[config.mk]
export PLATFORM = sky130hd
export DESIGN_NAME = kmv_front
export DESIGN_NICKNAME = d
export VERILOG_FILES = /design/src/rtl/kmv_pkg.sv /design/src/rtl/kmv_front.sv
export SDC_FILE = /design/constraint.sdc
export NUM_CORES = 1
export LEC_CHECK = 0
export ABC_AREA = 1
export BUFFER_PORTS_ARGS = -buffer_cell sky130_fd_sc_hd__clkbuf_2
export CORE_AREA = 5 5 52 54
export DETAILED_ROUTE_END_ITERATION = 8
export DIE_AREA = 0 0 57 59
export MAX_ROUTING_LAYER = met4
export PLACE_DENSITY = 0.71
export SLEW_MARGIN = 20
export SYNTH_ARGS = -nofsm -noshare
export SYNTH_HDL_FRONTEND = slang
export SYNTH_SLANG_ARGS = --single-unit
export TNS_END_PERCENT = 5
[constraint.sdc]
create_clock -name clock -period 1.88 [get_ports clock]
set_input_delay 0.376 -clock clock [delete_from_list [all_inputs] [get_ports clock]]
set_output_delay 0.376 -clock clock [all_outputs]
set_load 0.05 [all_outputs]
[src/rtl/kmv_pkg.sv]
`default_nettype none

package kmv_pkg;

   localparam int PRICE_W = 12;
   localparam int VALUE_W = 10;
   localparam int BUDGET_W = 12;
   localparam int BEST_W = 20;

   // Wide enough for any row index, any price and any budget.
   localparam int XW = 18;

   localparam int DEF_CAPACITY = 4096;
   localparam int QUEUE_DEPTH = 2;

   localparam logic [BUDGET_W-1:0] BUDGET_RESET = 12'hFFF;
   localparam logic [BEST_W-1:0] BEST_MAX = 20'hFFFFF;

   typedef struct packed {
      logic [PRICE_W-1:0] price;
      logic [VALUE_W-1:0] value;
      logic last;
   } item_type;

endpackage

`default_nettype wire

[src/rtl/kmv_front.sv]
`default_nettype none

module kmv_front #(
   parameter int CAPACITY = kmv_pkg::DEF_CAPACITY
) (
   input wire logic clock,
   input wire logic reset,
   input wire logic req_valid,
   output logic req_ready,
   input wire logic [kmv_pkg::PRICE_W-1:0] req_price,
   input wire logic [kmv_pkg::VALUE_W-1:0] req_value,
   input wire logic req_last_item,
   output logic out_valid,
   input wire logic out_ready,
   output kmv_pkg::item_type out_item
);

   localparam int XW = kmv_pkg::XW;
   localparam logic [XW-1:0] CAP_X = XW'(CAPACITY);

   logic f_vld_ff, f_vld_in;
   kmv_pkg::item_type f_item_ff, f_item_in;
   logic accept, fits, keep;

   // An object that cannot fit and does not end the problem changes nothing,
   // so it is dropped here.
   always_comb begin
      fits = XW'(req_price) < CAP_X;
      keep = fits || req_last_item;
      req_ready = !f_vld_ff || out_ready;
      accept = req_valid && req_ready;
      f_vld_in = f_vld_ff;
      f_item_in = f_item_ff;
      if (out_ready) begin
         f_vld_in = 1'b0;
      end
      if (accept && keep) begin
         f_vld_in = 1'b1;
         f_item_in.price = req_price;
         f_item_in.value = req_value;
         f_item_in.last = req_last_item;
      end
   end

   always_ff @(posedge clock) begin
      if (reset) begin
         f_vld_ff <= 1'b0;
      end else begin
         f_vld_ff <= f_vld_in;
      end
      f_item_ff <= f_item_in;
   end

   assign out_valid = f_vld_ff;
   assign out_item = f_item_ff;

endmodule

`default_nettype wire

After elaboration in Yosys (flattened, before gate mapping)
Index checks and enable logic that the tools add are counted.
- reductions and logical operators: 4
- multiplexer cells: 2
- operators by type and width (operator ; count):
    $mux 1 ; 2
    $reduce_bool 2->1 ; 1
    $logic_and 1x1->1 ; 1
    $logic_not 1->1 ; 1
    $logic_or 1x1->1 ; 1
- register bits after elaboration: 24
- output and inout port bits: 25
- bits of input ports: 27
- logic and storage cells: 10

Longest topological paths before layout
- depth after elaboration: 4
- depth in mapped cells: 3
- mapped depth without buffers: 3

Least setup slack after synthesis
No wires, ideal clock.
- kind: reg2reg
- start: register f_vld_ff, in the netlist out_valid
- end: register f_item_ff, in the netlist out_item[0] (enable)
- period minus slack after synthesis: 2.151 ns
- setup time: 0.411 ns
- path buffers: 0
- stages on the path, launching flop included: 2
- required time: 1.469 ns
- arrival time: 1.740 ns
- setup slack: -0.271 ns
- path through: dfxtp_1 a21oi_1
- cells in the longest elaborated chain, start to end: 3
- ends and longest elaborated chain (element ; RTL line ; RTL):
    from (decl) ; kmv_front.sv:21 ; logic f_vld_ff, f_vld_in;
    from (signal assigned) ; kmv_front.sv:49 ; f_vld_ff <= f_vld_in;
    $logic_not 1->1 ; kmv_front.sv:30 ; req_ready = !f_vld_ff || out_ready;
    $logic_or 1x1->1 ; kmv_front.sv:30 ;
    $logic_and 1x1->1 ; kmv_front.sv:31 ; accept = req_valid && req_ready;
    named net accept ; kmv_front.sv:23 ; logic accept, fits, keep;
    to (signal assigned) ; kmv_front.sv:51 ; f_item_ff <= f_item_in;
    to (decl) ; kmv_front.sv:22 ; kmv_pkg::item_type f_item_ff, f_item_in;
The timed path passes the listed nets, and every way through them passes these cells.
A chain may end at the register's enable or synchronous reset.

Worst setup path in the final report
- start: register f_vld_ff, in the netlist out_valid
- end: output port req_ready
- cells in the longest elaborated chain, start to end: 2
- ends and longest elaborated chain (element ; RTL line ; RTL):
    $logic_not 1->1 ; kmv_front.sv:30 ;
    $logic_or 1x1->1 ; kmv_front.sv:30 ;
    to (decl) ; kmv_front.sv:9 ; output logic req_ready,
Every way passes these cells.

==> reports/qor.yml <==
outcome:
  status: "completed"
min_path:
  min_delay_path_depth: 2
  hold_end: "out_valid"
  worstHoldStart: "reset"
  min_path_type: "input pin to flop"
layout:
  seq_area_um2: 711
  stdcell_count: 113
  multi_input_area_um2: 23.8
  area_delta_synth_final_pct: 44.4
  n_antenna_cell: 0
  fin_nets: 113
  utilization_pct: 49.1
  fill_cells: 213
  final_layout_size_suffix_gt1_share_pct: 69.4
power_and_ir_drop:
  power_frac_comb_pct: 17.7
  power_leakage_nw: 0.477
  p_sw_share_pct: 27.8
  switching_power_mw: 0.287
  powerDensity_nw_per_um2: 970
  internal-power_mw: 0.746
  vdd.ir_drop.worst_v: 0.000574
  clkPwrFrac_pct: 21.3
  seqPwrFrac_pct: 61.0
setup_path:
  rr_endpoint: "out_item[4]"
  critPathKind: "flop to output pin"
  worstPathArrival_ns: 1.03
  crit_path_start_kind: "flop"
  rrSetupSlack_ns: 0.67
  rr_startpoint: "out_valid"
  worstPathMaxFanout: 3
  required_ns: 1.50
  worstSetupEndpointType: "output pin"
  reg2reg_depth: 2
  crit_start: "out_valid"
timing:
  fmax_ghz: 0.711
  setup_viol: 0
  fin_crit_sh_pct: 74.8
  relSlewSlack_pct: 80.6
  tns_ns: 0
  finalCriticalPeriod_ns: 1.41
  hold_ws_ns: 0.226
  worst_slack_ns: 0.474
  tightest_slew_ns: 0.292
  hold_viol: 0
  report.final.slew_viol_count: 0
  finalClockSkew_ns: 0.00469
  rsz0062_at_grt: "false"
synth:
  yosys_warnings: 0
  synth_fp_nets: 56
  synth_area_leaders: "edfxtp_1, dfxtp_1, a21oi_2"
  syn_avg_cell_area_um2: 25.5
  synthDominantCellAreaShare_pct: 93.6
  synth.yosys.seq_area_share_pct: 96.3
  synth.largest_area_cell: "edfxtp_1"
  synth-seq-cells: 24
  synthesis.area_um2: 738
  synth.distinct_cells: 7
  synthCells: 29
floorplanning:
  die_w_um: 57
  dieArea_um2: 3360
  pin_count: 52
  die_y_um: 59
  floorplan.initialDensity_pct: 34.0
  row_count: 17
  core_region_area_um2: 2170
placed_design:
  port_buffers: 51
  place_ws_ns: 0.520
  dp_cells: 109
  place.gp.congestion: 0.702
  dp_hpwl_mm: 1.17
grt:
  grt_pass1_wl_mm: 2.29
  gr-total-overflow: 0
  grt_usage_pct: 9.73
  antenna_found_initial: 0
  grt_pass1_vias: 562
  grt_max_degree: 21
cts:
  hold_buffers: 0
  path_clk_slew_ns: 0.11
  cts_buffer_depth: 2
  cts_tree: "yes"
  insertion_delay_ns: 0.30
  postCtsSetupBuffers: 0
  clock-root-buffer: "clkbuf_4"
  htree_levels: 1
  numCtsBuffers: 3
  postCtsResizedCells: 0
  clkSinkCount: 24
routing:
  drtIter0Drc: 11
  drtPass1Iterations: 4
  final_antenna_net_count: 0
  wl_per_cell_um: 12.8
  wl_mm: 1.45
  drc_errors: 0
  vias_per_cell: 4.16
  vias: 470
job:
  drv_cap: 0
-- area by class of cell --
cell class                      instances  area share, %
Sequential cell                        24           66.7
Tap cell                               28           3.29
Timing Repair Buffer                   52           24.6
Multi-Input combinational cell          3           2.23
Inverter                                2          0.704
Clock buffer                            4           2.46
-- flip-flops by register name (all words and copies together), names as in the netlist --
register	flops
out_item	23
out_valid	1
-- kinds of logic (layout without fill, tap and decap cells) --
group | Yosys count | count (layout) | share of synthesized area (%)
AO/OA/AOI/OAI | 2 | 2 | 1.86
flip-flops | 24 | 24 | 96.3
buffers and inverters | 2 | 58 | 1.02
AND/OR/NAND/NOR | 1 | 1 | 0.848
-- power groups by stage --
stage	logic, mW	clock network, mW	registers, mW
final	0.183	0.220	0.631
after global routing	0.192	0.255	0.634
after CTS	0.185	0.225	0.631
after detailed placement	0.185	0	0.643
after global placement	0.184	0	0.643
after floorplan	0.0172	0	0.751
-- worst max-delay path, stage by stage, from the launching register on --
cell and delay (ns):
dfxtp_1 0.41, nand2_2 0.09, clkbuf_2 0.24
-- through the flow --
step	power [mW]	instance area (um2)
after floorplan	0.769	742
after global placement	0.826	1040
after detailed placement	0.828	1040
after CTS	1.04	1070
after global routing	1.08	1070
final	1.03	1070
-- cells in the final DEF (no fill, tap or decap), drive strengths merged --
cell type,netlist,routed
edfxtp,23,23
inv,2,2
a21oi,2,2
buf,0,1
nand2,1,1
dfxtp,1,1
clkbuf,0,55
-- routing by layer --
metal  up-vias  GRT usage [%]  share of wire [%]
met5         -              -                  0
li1        222              -                  -
met2        33           15.2                 46
met3         2           3.05                 10
met4         0           7.95                1.6
met1       213           10.1                 42
-- Yosys cell counts --
cell type  count
a21oi_1        1
a21oi_2        1
dfxtp_1        1
edfxtp_1      23
inv_1          1
inv_2          1
nand2_2        1
-- how the worst max path moves through the flow --
stage	endpoint	slack (ns)	cells after the start
after global placement	out_item[4]	0.55	4
after CTS	req_ready	0.47	2
final	req_ready	0.47	2
after global routing	req_ready	0.43	2
after detailed placement	out_item[15]	0.52	4
after floorplan	out_item[0]	0.23	1
(Power assumes the default switching activity.)
