### src/rtl/kmv_pkg.sv
`default_nettype none

package kmv_pkg;

   localparam int PRICE_W = 12;
   localparam int VALUE_W = 10;
   localparam int BUDGET_W = 12;
   localparam int BEST_W = 20;

   // Wide enough for any row index, any price and any budget.
   localparam int XW = 18;

   localparam int DEF_CAPACITY = 4096;
   localparam int QUEUE_DEPTH = 2;

   localparam logic [BUDGET_W-1:0] BUDGET_RESET = 12'hFFF;
   localparam logic [BEST_W-1:0] BEST_MAX = 20'hFFFFF;

   typedef struct packed {
      logic [PRICE_W-1:0] price;
      logic [VALUE_W-1:0] value;
      logic last;
   } item_type;

endpackage

`default_nettype wire

### src/rtl/kmv_queue.sv
`default_nettype none

module kmv_queue #(
   parameter int DEPTH = kmv_pkg::QUEUE_DEPTH
) (
   input wire logic clock,
   input wire logic reset,
   input wire logic wr_valid,
   output logic wr_ready,
   input wire kmv_pkg::item_type wr_item,
   output logic rd_valid,
   input wire logic rd_ready,
   output kmv_pkg::item_type rd_item
);

   localparam int PW = (DEPTH > 1) ? $clog2(DEPTH) : 1;
   localparam int NW = $clog2(DEPTH + 1);
   localparam logic [NW-1:0] FULL_N = NW'(DEPTH);
   localparam logic [PW-1:0] LAST_P = PW'(DEPTH - 1);

   kmv_pkg::item_type slot_ff [DEPTH];
   logic [PW-1:0] wp_ff, wp_in, rp_ff, rp_in;
   logic [NW-1:0] n_ff, n_in;
   logic push, pop;

   always_comb begin
      wr_ready = n_ff != FULL_N;
      rd_valid = n_ff != '0;
      push = wr_valid && wr_ready;
      pop = rd_valid && rd_ready;
      wp_in = wp_ff;
      rp_in = rp_ff;
      n_in = n_ff;
      if (push) begin
         wp_in = (wp_ff == LAST_P) ? '0 : wp_ff + 1'b1;
      end
      if (pop) begin
         rp_in = (rp_ff == LAST_P) ? '0 : rp_ff + 1'b1;
      end
      if (push && !pop) begin
         n_in = n_ff + 1'b1;
      end else if (pop && !push) begin
         n_in = n_ff - 1'b1;
      end
   end

   always_ff @(posedge clock) begin
      if (reset) begin
         wp_ff <= '0;
         rp_ff <= '0;
         n_ff <= '0;
      end else begin
         wp_ff <= wp_in;
         rp_ff <= rp_in;
         n_ff <= n_in;
      end
      if (push) begin
         slot_ff[wp_ff] <= wr_item;
      end
   end

   assign rd_item = slot_ff[rp_ff];

endmodule

`default_nettype wire

### config.mk
export PLATFORM = sky130hd
export DESIGN_NAME = kmv_queue
export DESIGN_NICKNAME = d
export VERILOG_FILES = /design/src/rtl/kmv_pkg.sv /design/src/rtl/kmv_queue.sv
export SDC_FILE = /design/constraint.sdc
export NUM_CORES = 1
export LEC_CHECK = 0
export BUFFER_PORTS_ARGS = -buffer_cell sky130_fd_sc_hd__buf_2
export CAP_MARGIN = 25
export CORE_MARGIN = 2
export CORE_UTILIZATION = 30
export DETAILED_ROUTE_END_ITERATION = 7
export PLACE_DENSITY_LB_ADDON = 0.1
export SLEW_MARGIN = 15
export SYNTH_ARGS = -nofsm -noshare
export SYNTH_HDL_FRONTEND = slang
export SYNTH_SLANG_ARGS = --single-unit
### constraint.sdc
create_clock -name clock -period 2.6 [get_ports clock]
set_clock_uncertainty 0.2 [all_clocks]
set_input_delay 0.26 -clock clock [delete_from_list [all_inputs] [get_ports clock]]
set_output_delay 0.26 -clock clock [all_outputs]
set_load 0.005 [all_outputs]
; ---- Word-level counts from Yosys, hierarchy flattened
; Memories as Yosys holds them, arrays and structs flattened. A register that Yosys moved wholly into a read port is not among the register bits.
; Cells that the tools add are included.
[totals]
regBits = 4
mem_bits_rw = 46
inputBits = 27
output_inout_bits = 25
n_memories = 1
[op_classes]
n_addsub = 4
n_eq_ne = 1
muxes = 8
n_reduce_logical = 8
[mem_list]
columns = memory, depth, word_bits, rd, rd_clocked_by_memory_dff, write_ports, line
row1 = slot_ff, 2, 23, 1, 1, 1, kmv_queue.sv:21  ; kmv_pkg::item_type slot_ff [DEPTH];
[op_table]
columns = operator, count
row1 = 1-bit 2-to-1 mux, 6
row2 = 1-bit logical AND, 4
row3 = 2-bit 2-to-1 mux, 2
row4 = 2-bit nonzero test, 2
row5 = "1-bit adder, second input constant", 2
row6 = "2-bit by 1-bit adder with 2-bit output, second input constant", 1
row7 = 1-bit logical NOT, 2
row8 = "2-bit != test, second input constant", 1
row9 = "2-bit by 1-bit subtractor with 2-bit output, second input constant", 1

; ---- Depth between registers and ports, before layout
[depth]
ltp_word = 6
mapped_depth = 6

; ---- Least setup slack after synthesis
; Ideal clock, no wire load.
[synth_path]
path_type = register -> register
from = register n_ff[0]
to = memory slot_ff[1][0] in the netlist's numbering, enable pin
arrival_ps = 1223
t_required_ps = 2018
slack_ps = 795
path_stages_with_launch = 3
path_buffers = 0
synth_period_minus_slack_ps = 1805
path_cell_list = dfxtp_1 > nand2b_1 > and3_1
[synth_via]
elab_chain_cells = 4
[synth_rtl]
columns = element, line
row1 = "start, declared", kmv_queue.sv:23  ; logic [NW-1:0] n_ff, n_in;
row2 = "start signal, assigned", kmv_queue.sv:55  ; n_ff <= n_in;
row3 = 2-bit != test, kmv_queue.sv:27  ; wr_ready = n_ff != FULL_N;
row4 = named net wr_ready, kmv_queue.sv:9  ; output logic wr_ready,
row5 = 1-bit logical AND, kmv_queue.sv:29  ; push = wr_valid && wr_ready;
row6 = 1-bit 2-to-1 mux, kmv_queue.sv:57  ; if (push) begin
row7 = 1-bit 2-to-1 mux (not written as such), kmv_queue.sv:58  ; slot_ff[wp_ff] <= wr_item;
row8 = "end, declared", kmv_queue.sv:21
; The timed path passes the listed nets, and every way through them passes these cells.

; ---- Final worst setup path
[layout_path]
from = register n_ff[0]
to = memory slot_ff[0][10] in the netlist's numbering, enable pin
[layout_via]
elab_chain_cells = 4
[layout_rtl]
columns = element, line
row1 = 2-bit != test, kmv_queue.sv:27
row2 = 1-bit logical AND, kmv_queue.sv:29
row3 = 1-bit 2-to-1 mux, kmv_queue.sv:57
row4 = 1-bit 2-to-1 mux (not written as such), kmv_queue.sv:58
; No other way between the ends.

==> metrics.md <==
| Metric | Value |
|---|---|
| Status | finished, final reports clean |
| Synth Cell Area | about 1900 um^2 |
| Number of max-cap violations | 0 |
| Die Span Y | between 80 and 90 um |
| First-pass GRT wire length | 5350 um |
| Unrepaired setup endpoints after global routing | no |
| Cells after synthesis | 95 |
| Pre-antenna DRT Iters | 4 |
| N_diodes | 0 |
| Post-cts sizing count | 0 |
| Final setup vio count | 0 |
| Final number of hold-violating endpoints | 0 |
| Clk sinks | between 50 and 60 |
| H-tree lvl count | 2 |
| Worst Setup Slack, final | 0.729 ns |
| GRT Util Overall | between 10% and 20% |
| Hold Crit Start | wr_valid |
| GRT overflow | 0 |
| Critical path required time | 2.41 ns |
| Post-synthesis cell type count | 17 |
| Worst-path fanout max | 12 |
| Register area | 1480 um^2 |
| WL final | 3300 um |
| DRC violations left | 0 |
| Critical setup path kind | register to register |
| Rows | 28 |
| WHS Endpoint | wp_ff |
| Clk slew on worst S/H paths | 0.08 ns |
| Port Buffers | 51 |
| Die Width | 83.0 um |
| Max Slew Vio Count | 0 |
| Reg-to-reg critical path startpoint | n_ff[0] |
| Vias in the first global route | 1147 |
| Fin Hold WS | 0.102 ns |
| Fmax | 0.535 GHz |
| Share of cells above drive strength 1 | 47.2% |
| Worst hold path depth | 3 |
| Initial DRC Count | 46 |
| Initial antenna violation count | 0 |
| Tcrit/Tclk final | 71.9% |
| Crit path DAT | 1.68 ns |
| Mean Syn Cell Area | 19.7 um^2 |
| Yosys reg bits | between 50 and 60 |
| Power per Cell Area | 796 nW/um^2 |
| Critical Path End Type | register |
| RD Place Congestion | about 0.66 |
| Antenna-violating nets left | 0 |
| Clk_lat worst skew | 0.29 ns |
| Full die area | 6890 um^2 |
| Setup TNS Final | 0 ns |
| Worst slack, placed | approximately 0.71 ns |
| Layout Nets | 207 |
| Cts hold-fix bufs | 24 |
| I/O pin total | 52 |
| CTS tree | done |
| Least-Margin Pin Slew | approximately 0.55 ns |
| Routed vias/inst | 4.28 |
| Critical R2R Capture | slot_ff[0][10] |
| Post-synth net total | 123 |
| Clk Tree Root Cell | clkbuf_8 |
| Routed WL per cell | 12.9 um |
| Post-synthesis sequential area ratio | 79.1% |
| Total CTS buffers | 5 |
| HPWL Detailed | 2240 um |
| Post-CTS setup buffer count | 0 |
| Total number of vias | 1091 |
| Reg2reg setup slack | 0.73 ns |
| Relative slew slack | between 60% and 70% |
| Fillcell total | 553 |
| Hold WC Path Type | primary input to register |
| R2R cell count | 4 |
| P_leak | between 0.9 and 1 nW |
| Multi-input gate area | 378 um^2 |
| Tmin final | 1.87 ns |
| Initial core utilization | 31.3% |
| CTS max path bufs | 2 |
| P&R area growth vs syn | 37.5% |
| Nature of the critical path startpoint | register |
| Largest net degree at the start of global routing | 24 |
| Yosys warnings | 0 |
| Core area | between 5000 and 6000 um^2 |
| Peak supply drop | 0.336 mV |
==> metrics by stage <==
| stage | cells | area [um^2] | util, % | power, mW |
|---|---|---|---|---|
| after floorplan | 95 | 1870 | - | 1.40 |
| after global placement | 223 | 2250 | 37.6 | 1.63 |
| after detailed placement | 223 | 2250 | 37.6 | 1.65 |
| after CTS | 255 | 2570 | 43.0 | 2.09 |
| after global routing | 255 | 2570 | 43.0 | 2.18 |
| final | 255 | 2570 | 43.0 | 2.05 |
==> layout by cell type (no fill, tap or decap) <==
cell            n
or3_1           1
a21oi_1         2
dlygate4sd3_1  24
and2_1          1
nand2b_1        1
xor2_1          3
nand3b_1        1
inv_1           1
buf_4           3
edfxtp_1       46
buf_12          1
dfxtp_1         5
o21ai_0         2
clkinv_1        2
mux2_2         23
a21bo_2         1
ha_1            1
clkbuf_1        1
buf_2          51
clkbuf_8        5
nor2_1          3
or2_2           1
and3_1          1
==> worst max-delay path: stages, from the launching register on <==
cell and delay [ns]:
dfxtp_1 0.41, nand2b_1 0.21, nand3b_1 0.12, inv_1 0.43, buf_12 0.22
==> synth_stat cells (all sizes together) <==
cell / n / area, um^2
a21oi: 2 / 10.0
dfxtp: 5 / 100
buf: 2 / 10.0
ha: 1 / 12.5
a21bo: 1 / 10.0
xor2: 3 / 26.3
mux2: 23 / 259
nor2: 3 / 11.3
or3: 1 / 6.26
nand2b: 1 / 6.26
inv: 1 / 3.75
edfxtp: 46 / 1380
and3: 1 / 6.26
nand3b: 1 / 7.51
o21ai: 2 / 10.0
or2: 1 / 6.26
and2: 1 / 6.26
==> report_power, final <==
part	switching [mW]	internal [mW]	total, mW
clock	0.226	0.184	0.410
combinational	0.260	0.315	0.575
sequential	0.0375	1.03	1.06
total	0.524	1.53	2.05
==> layer usage <==
| layer | share of wire [%] | vias to the layer above | track usage [%] |
|---|---|---|---|
| met5 | 0 | - | 0 |
| met4 | 0.85 | 0 | 4.47 |
| met3 | 5.2 | 2 | 4.08 |
| met2 | 52 | 28 | 17.7 |
| met1 | 42 | 528 | 10.4 |
| li1 | - | 533 | - |
==> cell families after synthesis <==
family	Yosys count	share of synthesized area, %
xor+xnor	3	1.40
simple gates	9	2.67
compound gates	5	1.60
flops	51	79.1
fa+ha+maj	1	0.668
buf+inv	3	0.735
mux	23	13.8
==> final cells by class <==
type / count / area share, %
Timing Repair Buffer: 79 / 20.9
Clock buffer: 6 / 2.82
Clock inverter: 2 / 0.292
Sequential cell: 51 / 57.5
Tap cell: 75 / 3.64
Inverter: 1 / 0.146
Multi-Input combinational cell: 41 / 14.7
==> state kept, by name, indices dropped and copies added, names as in the netlist, named ones only <==
signal	count
slot_ff	46
n_ff	2
wp_ff	1
rp_ff	1
==> how the worst max path moves through the flow <==
stage / startpoint / to / slack, ns / cells after the start
floorplan: n_ff[0] / slot_ff[1][0] / 0.79 / 2
global placement: n_ff[0] / slot_ff[0][22] / 0.80 / 4
detailed placement: n_ff[0] / slot_ff[0][9] / 0.71 / 4
CTS: n_ff[0] / slot_ff[0][10] / 0.70 / 4
global route: n_ff[0] / slot_ff[0][9] / 0.57 / 4
finish: n_ff[0] / slot_ff[0][10] / 0.73 / 4
No activity file was read; power rests on OpenSTA's default activity.
